--- src/rtl/core/btcp_pkg.sv ---
`timescale 1ns / 1ps
package btcp_pkg;

    localparam logic [1:0] KIND_TBL_LEAF = 2'd0;
    localparam logic [1:0] KIND_TBL_INT  = 2'd1;
    localparam logic [1:0] KIND_IDX_LEAF = 2'd2;
    localparam logic [1:0] KIND_IDX_INT  = 2'd3;

    localparam logic CFG_PAGE_KIND = 1'b0;
    localparam logic CFG_USABLE    = 1'b1;

    localparam logic [16:0] USABLE_RESET = 17'd4096;
    localparam logic [16:0] USABLE_MIN   = 17'd480;
    localparam logic [16:0] USABLE_MAX   = 17'd65536;
    localparam logic [16:0] TBL_OVERHEAD = 17'd35;
    localparam logic [16:0] IDX_OVERHEAD = 17'd12;
    localparam logic [16:0] LIMIT_BIAS   = 17'd23;
    localparam logic [16:0] PTR_BYTES    = 17'd4;
    // ceil(2^30 / 255), exact floor divide by 255 below 2^22
    localparam logic [22:0] RECIP_255    = 23'd4210753;
    localparam int          RECIP_SHIFT  = 30;

    typedef struct packed {
        logic start;
        logic cut_set;
        logic byte8;
        logic vbyte;
        logic hcount;
        logic take_child;
        logic take_payload;
        logic take_key;
        logic lim_load;
        logic cmp_load;
        logic fit_take;
        logic div_start;
        logic k_take;
        logic skip_dec;
        logic emit;
        logic emit_spill;
    } t_cmd;

    typedef struct packed {
        logic [1:0] kind;
        logic       idx3;
        logic       idx3_held;
        logic       vdone;
        logic       skip_le1;
        logic       fits;
        logic       div_done;
        logic       k_zero;
        logic       out_free;
    } t_sts;

endpackage

--- src/rtl/core/btcp_mod.sv ---
`timescale 1ns / 1ps
module btcp_mod (
    input  logic        i_clk,
    input  logic        i_rst_n,
    input  logic        i_start,
    input  logic [63:0] i_dividend,
    input  logic [16:0] i_divisor,
    output logic        o_done,
    output logic [16:0] o_rem
);
    import btcp_pkg::*;

    logic        r_busy;
    logic        r_done;
    logic [4:0]  r_cnt;
    logic [63:0] r_q;
    logic [16:0] r_rem;
    logic [16:0] r_div;

    logic [18:0] w_t;
    logic [18:0] w_d1;
    logic [18:0] w_d2;
    logic [18:0] w_d3;
    logic [18:0] w_res;

    // radix-4 restoring step, two dividend bits per cycle
    always_comb begin
        w_t  = {r_rem, r_q[63:62]};
        w_d1 = {2'b00, r_div};
        w_d2 = {1'b0, r_div, 1'b0};
        w_d3 = w_d1 + w_d2;
        priority if (w_t >= w_d3) begin
            w_res = w_t - w_d3;
        end else if (w_t >= w_d2) begin
            w_res = w_t - w_d2;
        end else if (w_t >= w_d1) begin
            w_res = w_t - w_d1;
        end else begin
            w_res = w_t;
        end
    end

    always_ff @(posedge i_clk) begin
        if (!i_rst_n) begin
            r_busy <= 1'b0;
            r_done <= 1'b0;
            r_cnt  <= 5'd0;
        end else begin
            r_done <= 1'b0;
            if (i_start) begin
                r_busy <= 1'b1;
                r_cnt  <= 5'd0;
            end else if (r_busy) begin
                r_cnt <= r_cnt + 5'd1;
                if (r_cnt == 5'd31) begin
                    r_busy <= 1'b0;
                    r_done <= 1'b1;
                end
            end
        end
    end

    always_ff @(posedge i_clk) begin
        if (i_start) begin
            r_q   <= i_dividend;
            r_rem <= 17'd0;
            r_div <= i_divisor;
        end else if (r_busy) begin
            r_q   <= {r_q[61:0], 2'b00};
            r_rem <= w_res[16:0];
        end
    end

    assign o_done = r_done;
    assign o_rem  = r_rem;

endmodule

--- src/rtl/core/btcp_dpath.sv ---
`timescale 1ns / 1ps
module btcp_dpath (
    input  logic            i_clk,
    input  logic            i_rst_n,
    input  logic            i_cfg_we,
    input  logic            i_cfg_idx,
    input  logic [16:0]     i_cfg_data,
    input  logic [7:0]      i_data_byte,
    input  logic [15:0]     i_cell_offset,
    input  btcp_pkg::t_cmd  i_cmd,
    output btcp_pkg::t_sts  o_sts,
    input  logic            i_stall,
    output logic            o_valid,
    output logic [31:0]     o_child_page,
    output logic [63:0]     o_row_key,
    output logic [63:0]     o_payload_total,
    output logic [16:0]     o_local_count,
    output logic [16:0]     o_payload_start,
    output logic [31:0]     o_spill_page,
    output logic            o_restarted
);
    import btcp_pkg::*;

    logic [1:0]  r_kind;
    logic [16:0] r_usable;
    logic [63:0] r_acc,   n_acc;
    logic [3:0]  r_idx,   n_idx;
    logic [4:0]  r_hlen,  n_hlen;
    logic [15:0] r_off,   n_off;
    logic [31:0] r_child, n_child;
    logic [63:0] r_key,   n_key;
    logic [63:0] r_pay,   n_pay;
    logic [16:0] r_local, n_local;
    logic [16:0] r_skip,  n_skip;
    logic        r_cut;
    logic [45:0] r_prod;
    logic [16:0] r_maxl;
    logic [16:0] r_minl;
    logic        r_out_valid;

    logic [63:0] w_acc_base;
    logic [3:0]  w_idx_base;
    logic [4:0]  w_hlen_base;
    logic [16:0] w_u;
    logic [22:0] w_a64;
    logic [15:0] w_q64;
    logic [16:0] w_maxl;
    logic [16:0] w_minl;
    logic [16:0] w_rem;
    logic        w_div_done;
    logic [17:0] w_ksum;
    logic [16:0] w_k;

    always_ff @(posedge i_clk) begin
        if (!i_rst_n) begin
            r_kind   <= KIND_TBL_LEAF;
            r_usable <= USABLE_RESET;
        end else if (i_cfg_we) begin
            unique case (i_cfg_idx)
                CFG_PAGE_KIND: r_kind   <= i_cfg_data[1:0];
                CFG_USABLE:    r_usable <= i_cfg_data;
                default:       r_kind   <= r_kind;
            endcase
        end
    end

    always_comb begin
        priority if (r_usable < USABLE_MIN) begin
            w_u = USABLE_MIN;
        end else if (r_usable > USABLE_MAX) begin
            w_u = USABLE_MAX;
        end else begin
            w_u = r_usable;
        end
    end

    assign w_a64 = {w_u - IDX_OVERHEAD, 6'b000000};
    assign w_q64 = r_prod[45:RECIP_SHIFT];
    assign w_minl = {2'b00, w_q64[15:1]} - LIMIT_BIAS;
    assign w_maxl = (r_kind == KIND_TBL_LEAF || r_kind == KIND_TBL_INT)
                  ? (w_u - TBL_OVERHEAD) : ({1'b0, w_q64} - LIMIT_BIAS);

    btcp_mod u_mod (
        .i_clk      (i_clk),
        .i_rst_n    (i_rst_n),
        .i_start    (i_cmd.div_start),
        .i_dividend (r_pay - {47'd0, w_minl}),
        .i_divisor  (w_u - PTR_BYTES),
        .o_done     (w_div_done),
        .o_rem      (w_rem)
    );

    assign w_ksum = {1'b0, r_minl} + {1'b0, w_rem};
    assign w_k    = (w_ksum > {1'b0, r_maxl}) ? r_minl : w_ksum[16:0];

    always_comb begin
        w_acc_base  = i_cmd.start ? 64'd0 : r_acc;
        w_idx_base  = i_cmd.start ? 4'd0  : r_idx;
        w_hlen_base = i_cmd.start ? 5'd0  : r_hlen;
        n_acc   = w_acc_base;
        n_idx   = w_idx_base;
        n_hlen  = w_hlen_base;
        n_off   = i_cmd.start ? i_cell_offset : r_off;
        n_child = i_cmd.start ? 32'd0 : r_child;
        n_key   = i_cmd.start ? 64'd0 : r_key;
        n_pay   = i_cmd.start ? 64'd0 : r_pay;
        n_local = i_cmd.start ? 17'd0 : r_local;
        n_skip  = i_cmd.start ? 17'd0 : r_skip;
        if (i_cmd.byte8) begin
            n_acc = {w_acc_base[55:0], i_data_byte};
            n_idx = w_idx_base + 4'd1;
        end
        if (i_cmd.vbyte) begin
            if (w_idx_base >= 4'd8) begin
                n_acc = {w_acc_base[55:0], i_data_byte};
            end else begin
                n_acc = {w_acc_base[56:0], i_data_byte[6:0]};
                n_idx = w_idx_base + 4'd1;
            end
        end
        if (i_cmd.hcount) begin
            n_hlen = w_hlen_base + 5'd1;
        end
        if (i_cmd.take_child)   n_child = n_acc[31:0];
        if (i_cmd.take_payload) n_pay   = n_acc;
        if (i_cmd.take_key)     n_key   = n_acc;
        if (i_cmd.fit_take)     n_local = r_pay[16:0];
        if (i_cmd.k_take) begin
            n_local = w_k;
            n_skip  = w_k;
        end
        if (i_cmd.skip_dec && r_skip != 17'd0) begin
            n_skip = r_skip - 17'd1;
        end
        if (i_cmd.take_child || i_cmd.take_payload || i_cmd.take_key || i_cmd.k_take) begin
            n_acc = 64'd0;
            n_idx = 4'd0;
        end
    end

    always_ff @(posedge i_clk) begin
        if (!i_rst_n) begin
            r_idx       <= 4'd0;
            r_hlen      <= 5'd0;
            r_cut       <= 1'b0;
            r_out_valid <= 1'b0;
        end else begin
            r_idx  <= n_idx;
            r_hlen <= n_hlen;
            if (i_cmd.emit) begin
                r_cut <= 1'b0;
            end else if (i_cmd.cut_set) begin
                r_cut <= 1'b1;
            end
            if (i_cmd.emit) begin
                r_out_valid <= 1'b1;
            end else if (!i_stall) begin
                r_out_valid <= 1'b0;
            end
        end
    end

    always_ff @(posedge i_clk) begin
        r_acc   <= n_acc;
        r_off   <= n_off;
        r_child <= n_child;
        r_key   <= n_key;
        r_pay   <= n_pay;
        r_local <= n_local;
        r_skip  <= n_skip;
        if (i_cmd.lim_load) begin
            r_prod <= 46'(w_a64 * RECIP_255);
        end
        if (i_cmd.cmp_load) begin
            r_maxl <= w_maxl;
            r_minl <= w_minl;
        end
        if (i_cmd.emit) begin
            o_child_page    <= n_child;
            o_row_key       <= n_key;
            o_payload_total <= n_pay;
            o_local_count   <= n_local;
            o_payload_start <= {1'b0, n_off} + {12'd0, n_hlen};
            o_spill_page    <= i_cmd.emit_spill ? n_acc[31:0] : 32'd0;
            o_restarted     <= r_cut;
        end
    end

    assign o_valid = r_out_valid;

    always_comb begin
        o_sts.kind      = r_kind;
        o_sts.idx3      = (w_idx_base == 4'd3);
        // registered count only, feeds the input stall
        o_sts.idx3_held = (r_idx == 4'd3);
        o_sts.vdone     = (w_idx_base >= 4'd8) || !i_data_byte[7];
        o_sts.skip_le1  = (r_skip <= 17'd1);
        o_sts.fits      = (r_pay <= {47'd0, w_maxl});
        o_sts.div_done  = w_div_done;
        o_sts.k_zero    = (w_k == 17'd0);
        o_sts.out_free  = !r_out_valid || !i_stall;
    end

endmodule

--- src/rtl/core/btcp_ctrl.sv ---
`timescale 1ns / 1ps
module btcp_ctrl (
    input  logic            i_clk,
    input  logic            i_rst_n,
    input  logic            i_valid,
    input  logic            i_cell_start,
    output logic            o_stall,
    input  btcp_pkg::t_sts  i_sts,
    output btcp_pkg::t_cmd  o_cmd
);
    import btcp_pkg::*;

    typedef enum logic [9:0] {
        S_IDLE  = 10'b0000000001,
        S_CHILD = 10'b0000000010,
        S_PSIZE = 10'b0000000100,
        S_KEY   = 10'b0000001000,
        S_LIM   = 10'b0000010000,
        S_CMP   = 10'b0000100000,
        S_DIV   = 10'b0001000000,
        S_FIN   = 10'b0010000000,
        S_SKIP  = 10'b0100000000,
        S_OVF   = 10'b1000000000
    } t_state;

    t_state r_state, n_state;
    t_state w_phase;
    logic   w_busy;
    logic   w_may_emit;
    logic   w_acc;
    logic   w_interior;

    assign w_interior = (i_sts.kind == KIND_TBL_INT) || (i_sts.kind == KIND_IDX_INT);
    assign w_busy = (r_state == S_LIM) || (r_state == S_CMP)
                 || (r_state == S_DIV) || (r_state == S_FIN);
    // beats that can finish a header need room in the output register
    assign w_may_emit = !i_cell_start
        && (((r_state == S_KEY) && (i_sts.kind == KIND_TBL_INT))
            || ((r_state == S_OVF) && i_sts.idx3_held));
    assign o_stall = w_busy || (w_may_emit && !i_sts.out_free);
    assign w_acc   = i_valid && !o_stall;

    always_comb begin
        o_cmd   = '0;
        n_state = r_state;
        w_phase = r_state;
        if (w_acc && i_cell_start) begin
            o_cmd.start   = 1'b1;
            o_cmd.cut_set = (r_state != S_IDLE);
            w_phase       = w_interior ? S_CHILD : S_PSIZE;
            n_state       = w_phase;
        end
        unique case (w_phase)
            S_CHILD: begin
                if (w_acc) begin
                    o_cmd.byte8  = 1'b1;
                    o_cmd.hcount = 1'b1;
                    if (i_sts.idx3) begin
                        o_cmd.take_child = 1'b1;
                        n_state = (i_sts.kind == KIND_TBL_INT) ? S_KEY : S_PSIZE;
                    end
                end
            end
            S_PSIZE: begin
                if (w_acc) begin
                    o_cmd.vbyte  = 1'b1;
                    o_cmd.hcount = 1'b1;
                    if (i_sts.vdone) begin
                        o_cmd.take_payload = 1'b1;
                        n_state = (i_sts.kind == KIND_TBL_LEAF) ? S_KEY : S_LIM;
                    end
                end
            end
            S_KEY: begin
                if (w_acc) begin
                    o_cmd.vbyte  = 1'b1;
                    o_cmd.hcount = 1'b1;
                    if (i_sts.vdone) begin
                        o_cmd.take_key = 1'b1;
                        if (i_sts.kind == KIND_TBL_INT) begin
                            o_cmd.emit = 1'b1;
                            n_state    = S_IDLE;
                        end else begin
                            n_state = S_LIM;
                        end
                    end
                end
            end
            S_LIM: begin
                o_cmd.lim_load = 1'b1;
                n_state = S_CMP;
            end
            S_CMP: begin
                o_cmd.cmp_load = 1'b1;
                if (i_sts.fits) begin
                    o_cmd.fit_take = 1'b1;
                    n_state = S_FIN;
                end else begin
                    o_cmd.div_start = 1'b1;
                    n_state = S_DIV;
                end
            end
            S_DIV: begin
                if (i_sts.div_done) begin
                    o_cmd.k_take = 1'b1;
                    n_state = i_sts.k_zero ? S_OVF : S_SKIP;
                end
            end
            S_FIN: begin
                if (i_sts.out_free) begin
                    o_cmd.emit = 1'b1;
                    n_state = S_IDLE;
                end
            end
            S_SKIP: begin
                if (w_acc) begin
                    o_cmd.skip_dec = 1'b1;
                    if (i_sts.skip_le1) begin
                        n_state = S_OVF;
                    end
                end
            end
            S_OVF: begin
                if (w_acc) begin
                    o_cmd.byte8 = 1'b1;
                    if (i_sts.idx3) begin
                        o_cmd.emit       = 1'b1;
                        o_cmd.emit_spill = 1'b1;
                        n_state = S_IDLE;
                    end
                end
            end
            default: begin
                n_state = n_state;
            end
        endcase
    end

    always_ff @(posedge i_clk) begin
        if (!i_rst_n) begin
            r_state <= S_IDLE;
        end else begin
            r_state <= n_state;
        end
    end

`ifndef ASSERT_OFF
    a_lim_cmp: assert property (@(posedge i_clk) disable iff (!i_rst_n)
        (r_state == S_LIM) |=> (r_state == S_CMP))
        else $error("limit stage not followed by compare");
    a_emit_room: assert property (@(posedge i_clk) disable iff (!i_rst_n)
        o_cmd.emit |-> i_sts.out_free)
        else $error("result written while output register is held");
    a_div_wait: assert property (@(posedge i_clk) disable iff (!i_rst_n)
        o_cmd.div_start |=> (r_state == S_DIV))
        else $error("modulo start without wait state");
    a_busy_stall: assert property (@(posedge i_clk) disable iff (!i_rst_n)
        w_busy |-> (o_stall && !o_cmd.start))
        else $error("beat taken during spill calculation");
`endif

endmodule

--- src/rtl/core/btree_cell_header_parser.sv ---
`timescale 1ns / 1ps
// b-tree cell header parser
// input channel: one cell byte per beat (i_valid / o_stall), i_cell_start marks
//   the first byte of a cell and carries i_cell_offset
// output channel: one header result per cell (o_valid / i_stall), held in an
//   output register until taken
// config: i_cfg_we with i_cfg_idx 0 page kind, 1 usable size; write only when idle
// header bytes (child pointer, varints, overflow pointer, skipped payload) are
//   taken at one per cycle while the input is not stalled
// once the payload size is known (and on a table leaf the key) the input stalls for
//   the spill calculation: limit and compare, then the finish state when the payload
//   fits, else the 32-step radix-4 modulo unit on the 64-bit payload size
// a result leaves in the cycle after the byte that completes the header; when the
//   payload fits it leaves once the finish state finds the output register free
// a stalled output holds its result; a table interior key byte or the last overflow
//   pointer byte is stalled until the register frees, other bytes keep flowing
// a cell start in mid header drops the partial cell and flags restarted
// reset (synchronous, active low) returns to idle, page kind 0, usable size 4096
module btree_cell_header_parser (
    input  logic        i_clk,
    input  logic        i_rst_n,
    input  logic        i_cfg_we,
    input  logic        i_cfg_idx,
    input  logic [16:0] i_cfg_data,
    input  logic        i_valid,
    output logic        o_stall,
    input  logic [7:0]  i_data_byte,
    input  logic        i_cell_start,
    input  logic [15:0] i_cell_offset,
    output logic        o_valid,
    input  logic        i_stall,
    output logic [31:0] o_child_page,
    output logic [63:0] o_row_key,
    output logic [63:0] o_payload_total,
    output logic [16:0] o_local_count,
    output logic [16:0] o_payload_start,
    output logic [31:0] o_spill_page,
    output logic        o_restarted
);
    import btcp_pkg::*;

    t_cmd w_cmd;
    t_sts w_sts;

    btcp_ctrl u_ctrl (
        .i_clk        (i_clk),
        .i_rst_n      (i_rst_n),
        .i_valid      (i_valid),
        .i_cell_start (i_cell_start),
        .o_stall      (o_stall),
        .i_sts        (w_sts),
        .o_cmd        (w_cmd)
    );

    btcp_dpath u_dpath (
        .i_clk           (i_clk),
        .i_rst_n         (i_rst_n),
        .i_cfg_we        (i_cfg_we),
        .i_cfg_idx       (i_cfg_idx),
        .i_cfg_data      (i_cfg_data),
        .i_data_byte     (i_data_byte),
        .i_cell_offset   (i_cell_offset),
        .i_cmd           (w_cmd),
        .o_sts           (w_sts),
        .i_stall         (i_stall),
        .o_valid         (o_valid),
        .o_child_page    (o_child_page),
        .o_row_key       (o_row_key),
        .o_payload_total (o_payload_total),
        .o_local_count   (o_local_count),
        .o_payload_start (o_payload_start),
        .o_spill_page    (o_spill_page),
        .o_restarted     (o_restarted)
    );

endmodule

--- config.mk ---
export PLATFORM = sky130hd
export DESIGN_NAME = btree_cell_header_parser
export DESIGN_NICKNAME = d
export VERILOG_FILES = /design/src/rtl/core/btcp_pkg.sv /design/src/rtl/core/btcp_mod.sv /design/src/rtl/core/btcp_dpath.sv /design/src/rtl/core/btcp_ctrl.sv /design/src/rtl/core/btree_cell_header_parser.sv
export SDC_FILE = /design/constraint.sdc
export NUM_CORES = 2
export LEC_CHECK = 0
export BUFFER_PORTS_ARGS = -buffer_cell sky130_fd_sc_hd__buf_2
export CAP_MARGIN = 10
export CORE_ASPECT_RATIO = 1.2
export CORE_UTILIZATION = 50
export CTS_CLUSTER_DIAMETER = 60
export CTS_CLUSTER_SIZE = 28
export DETAILED_ROUTE_END_ITERATION = 10
export GPL_TIMING_DRIVEN = 0
export HOLD_SLACK_MARGIN = 0.15
export PLACE_DENSITY = 0.68
export SYNTH_ARGS = -nofsm -noshare
export SYNTH_HDL_FRONTEND = slang
export SYNTH_HIERARCHICAL = 1
export SYNTH_SLANG_ARGS = --single-unit
--- constraint.sdc ---
create_clock -name i_clk -period 14.3 [get_ports i_clk]
set_clock_uncertainty 0.15 [all_clocks]
set_input_delay 2.145 -clock i_clk [delete_from_list [all_inputs] [get_ports i_clk]]
set_output_delay 2.145 -clock i_clk [all_outputs]
set_load 0.05 [all_outputs]
; ---- Word level (Yosys, flattened, before mapping)
; Cells that the tools add are included.
[word_totals]
inputBits = 48
output_inout_bits = 229
register_bits = 720
[classes]
n_eq_ne = 22
reduce_logical = 38
n_bitwise = 3
addsub = 16
mul = 1
order_cmp = 9
mux = 87
[op_table]
columns = op, count
row1 = $mux W64, 10
row2 = $mux W17, 13
row3 = $mux W10, 14
row4 = $mux W32, 3
row5 = $pmux W10 S9, 1
row6 = $le A64 B17 Y1, 1
row7 = $sub A64 B17 Y64, 1
row8 = $sub A17 B17 Y17, 3
row9 = $mul A17 B23 Y40 const B, 1
row10 = $mux W1, 26
row11 = $eq A10 B10 Y1 const B, 2
row12 = $eq A10 B4 Y1 const B, 2
row13 = $eq A10 B5 Y1 const B, 2
row14 = $eq A10 B6 Y1 const B, 2
row15 = $eq A10 B7 Y1 const B, 2
row16 = $eq A10 B8 Y1 const B, 2
row17 = $mux W4, 5
row18 = $mux W5, 4
row19 = $add A17 B18 Y19, 1
row20 = $ge A19 B17 Y1, 1
row21 = $ge A19 B18 Y1, 1
row22 = $ge A19 B19 Y1, 1
row23 = $add A17 B17 Y18, 1
row24 = $gt A18 B17 Y1, 1
row25 = 40 further kinds, 76

; ---- Longest topological paths before layout
[depth]
ltp_word = 20
mapped_depth = 29
mapped_depth_nobuf = 26

; ---- Hierarchy
; Netlist, hierarchy kept.
[by_module_without_submodules]
columns = mod, area_each_um2, seq_area_each_um2, instances, cells_each
row1 = btcp_dpath, 28783.9, 14543.9, 1, 2700
row2 = btcp_mod, 7856.3, 2912.8, 1, 765
row3 = btcp_ctrl, 1061.0, 200.2, 1, 144

; ---- Least setup slack after synthesis
; No wires, ideal clock.
[synth_path]
path_type = input to register
startpoint = input port i_valid
endpoint = register u_dpath.o_child_page[0] (enable)
setup_slack_ns = 3.466
required_time_ns = 13.534
path_stages = 13
t_arrival_ns = 10.068
setup_time_ns = 0.616
path_cell_list = nand2_1 -> a2111oi_0 -> nor2_1 -> inv_1 -> clkbuf_1 -> buf_1 -> buf_1 -> clkbuf_1 -> o21a_1 -> inv_1 -> or2_1 -> nor2_1 -> a221o_1
[synth_rtl]
columns = item, line_no
row1 = from (decl), btree_cell_header_parser.sv:25  ; input logic i_valid,
row2 = to (signal assigned), btcp_dpath.sv:179  ; o_child_page <= n_child;
row3 = to (decl), btcp_dpath.sv:14  ; output logic [31:0] o_child_page,

==> reports/results.ini <==
[die]
die_w_um = 253
initial_core_util_pct = 50.8
io_pins = 277
fp.dieH_um = 303
rows = 109
fp.dieArea_sq_mm = 0.0765
core-area_sq_mm = 0.0742

[drt]
drt-total-wl_um = 108000
wl_per_cell_um = 21.6
drc = 0
ant_nets = 0
firstDrtPassIters = 7
viasPerCell = 5.75
vias = 28600
drt_iter0_drc = 1964

[setup_path]
crit_path_max_incr_delay_ns = 0.86
reg2reg_to = u_dpath/u_mod/r_q[2]
cp_slowest_cell = clkbuf_1
cpMostUsedCell = clkbuf_1
critPathKind = input pin to flop
cp-end-kind = flop
worstPathMaxFanout = 10
worst-path-buf-inv = 10
crit_cells = 20
crit_path_start_kind = input pin
critPathArrivalTime_ns = 9.33
crit_chain = buf_2 > nand2_1 > a2111oi_0 > nor2_1 > inv_1 > clkbuf_1 > buf_1 > buf_1 > clkbuf_1 > o21a_1 > inv_1 > or2_1 > nor2_1 > clkbuf_1 > nor4_1 > nand2_1 > or2_2 > clkbuf_1 > clkbuf_1 > nor2_1
critical-path-top-delay-family = buffers and inverters
worst-endpoint-required_ns = 14.53
reg2reg_depth = 27
r2r_start = u_dpath/r_usable[11]
r2r_setup_slack_ns = 5.47

[cells_and_area]
stdcell_count = 4979
finalNetCount = 4236
area_growth_pct = 11.9
nFillCells = 6664
multiInputGateArea_sq_mm = 0.0187
drive_gt1_share_pct = 13.5
antennaDiodeCount = 0
fin_area_sq_mm = 0.0422
regArea_sq_mm = 0.0177

[pwr]
p_total_uw = 4470
clkPwrFrac_pct = 32.7
pwr-share-seq_pct = 49.1
p_sw_share_pct = 29.8
net-switching-power_uw = 1330
p_comb_share_pct = 18.2
internal_power_uw = 3140
power_density_mw_per_mm2 = 106
leakage_uw = 0.0164
ir_drop_mv = 0.124

[synth]
synthFlopType = edfxtp_1
synth-seq-cells = 695
async_flop_share_pct = 0
synth_cell_types = 106
yosysWarnings = 6
syn-instance-count = 3609
syn_avg_cell_area_sq_um = 10.4
syn-num-nets = 3903
ys_seq_area_share_pct = 46.8
synth_edf_count = 374
syn_area_sq_mm = 0.0377

[min_path]
hold_end = u_dpath/o_restarted
hold_start = u_dpath/r_cut
min_delay_path_depth = 0
hold_path_class = flop to flop

[placement]
post-dp-hpwl_um = 83200
gp_congestion = 0.973
port_buffers = 276
dpl_cell_area_sq_mm = 0.0405
dp_cells = 4893

[global_routing]
antenna_found_initial = 0
grt_use_total_pct = 27.7
grt_pass1_vias = 27500
grt_pass1_wl_um = 162000
grt_overflow = 0
grt_max_degree = 71

[clock_network]
htreeDepth = 2
cts_resized = 0
root_buffer = clkbuf_16
cts_buffer_depth = 3
cts_made_buffers = 46
ctsHoldBuffers = 0
clkTransAtPathRegs_ns = 0.09
cts_setup_buffers = 0
cts.sinks = 695
cts_tree = done
clk_latency_ns = 0.66

[timing]
setup_viol = 0
min_period_over_period_pct = 63.6
relSlewSlack_pct = 28.3
hold_viol_final = 0
timing.final.crit_period_ns = 9.10
fmax_mhz = 110
drv_slew = 0
rsz0062_at_grt = no
fin_setup_tns_ns = 0
worst_pin_slew_ns = 1.08

[job]
cap_violations = 0

[status]
outcome = finished clean

-- power groups by stage --
| stage | logic [uW] | registers, uW | clock network (uW) |
|---|---|---|---|
| global route | 900 | 2200 | 1560 |
| detailed placement | 810 | 2240 | 0 |
| CTS | 813 | 2200 | 1500 |
| floorplan | 601 | 2220 | 0 |
| finish | 813 | 2200 | 1460 |
| global placement | 798 | 2240 | 0 |
-- metrics by stage --
stage | utilization, % | hold slack, ns | worst slack (ns)
after global routing | 56.8 | 0.321 | 4.89
after CTS | 56.8 | 0.291 | 5.37
after detailed placement | 54.6 | 0.270 | 4.72
final | 56.8 | 0.288 | 5.20
after floorplan | - | 0.259 | 3.47
after global placement | 54.4 | 0.269 | -1.27
-- flip-flops by register name (all words and copies together) (netlist names), 16 cells and up --
register,flops
u_dpath/o_child_page,32
u_dpath/o_local_count,17
u_dpath/o_payload_start,17
u_dpath/o_payload_total,64
u_dpath/o_row_key,64
u_dpath/o_spill_page,32
u_dpath/r_acc,64
u_dpath/r_child,32
u_dpath/r_key,64
u_dpath/r_local,17
u_dpath/r_maxl,17
u_dpath/r_minl,16
u_dpath/r_off,16
u_dpath/r_pay,64
u_dpath/r_prod,16
u_dpath/r_skip,17
u_dpath/r_usable,17
u_dpath/u_mod/o_rem,17
u_dpath/u_mod/r_div,17
u_dpath/u_mod/r_q,64
-- cells in the mapped netlist (23+ instances only) --
| master | n | area, sq um |
|---|---|---|
| mux2_2 | 89 | 1000 |
| and2_1 | 61 | 382 |
| nor2b_1 | 96 | 601 |
| xor2_1 | 72 | 631 |
| buf_1 | 41 | 154 |
| a21oi_1 | 209 | 1050 |
| nor3_1 | 89 | 445 |
| ha_1 | 235 | 2940 |
| o22ai_1 | 25 | 156 |
| nor4_1 | 33 | 206 |
| inv_1 | 165 | 619 |
| and3_1 | 23 | 144 |
| nor2_1 | 346 | 1300 |
| nand3_1 | 62 | 310 |
| dfxtp_1 | 321 | 6430 |
| mux2i_1 | 226 | 2260 |
| a22o_1 | 26 | 228 |
| edfxtp_1 | 374 | 11200 |
| o21a_1 | 35 | 263 |
| a211oi_1 | 73 | 548 |
| a21o_1 | 61 | 458 |
| nand2b_1 | 36 | 225 |
| o21ai_0 | 90 | 450 |
| nand4_1 | 40 | 250 |
| nand2_1 | 171 | 642 |
| clkbuf_1 | 121 | 454 |
| a21boi_0 | 23 | 173 |
| xnor2_1 | 140 | 1230 |
-- layout make-up --
class | count | share of cell area [%]
sequential | 695 | 41.9
inverter | 165 | 1.47
clock buffer | 50 | 2.84
buffer | 181 | 1.74
timing repair buffer | 285 | 3.70
tap | 999 | 2.96
clock inverter | 36 | 1.05
multi-input combinational | 2568 | 44.4
-- cell usage in the layout, fill, tap and decap left out, types with 36 or more instances in the layout --
cell type and count:
a211oi_1 73, a21o_1 61, a21oi_1 209, and2_1 61, buf_1 41, buf_2 289, clkbuf_1 122, clkbuf_16 47
dfxtp_1 321, edfxtp_1 374, ha_1 235, inv_1 164, mux2_2 89, mux2i_1 226, nand2_1 171, nand2b_1 36
nand3_1 62, nand4_1 40, nor2_1 346, nor2b_1 95, nor3_1 89, o21ai_0 90, xnor2_1 140, xor2_1 72
-- worst max path at each step --
| stage | startpoint | end | slack, ns |
|---|---|---|---|
| after floorplan | i_valid | u_dpath/o_child_page[0] | 3.47 |
| after global placement | i_valid | u_dpath/o_payload_total[60] | -1.27 |
| after detailed placement | i_valid | u_dpath/o_spill_page[22] | 4.72 |
| after CTS | i_valid | u_dpath/o_spill_page[22] | 5.37 |
| after global routing | i_valid | u_dpath/o_spill_page[22] | 4.89 |
| final | i_valid | u_dpath/o_spill_page[22] | 5.20 |
-- kinds of logic after synthesis --
kind of cell,count (synthesis),synth area share [%]
AND/OR/NAND/NOR,1066,14.5
XOR/XNOR,212,4.92
adder cells (fa/ha/maj),246,8.38
other,1,0.00995
multiplexers,316,8.69
flip-flops,695,46.8
buffers and inverters,346,3.59
AO/OA/AOI/OAI,727,13.1
-- routing by layer --
metal	GRT usage, %	part of all wire [%]	vias to the layer above	wire length (um)
met5	0	0	-	0
met2	48.8	50	836	54000
met4	14.2	5.5	0	5900
met3	2.76	4.6	245	4950
met1	33.6	40	13700	42900
li1	-	-	13800	-
Note: power is estimated with default switching activity, not from simulation.
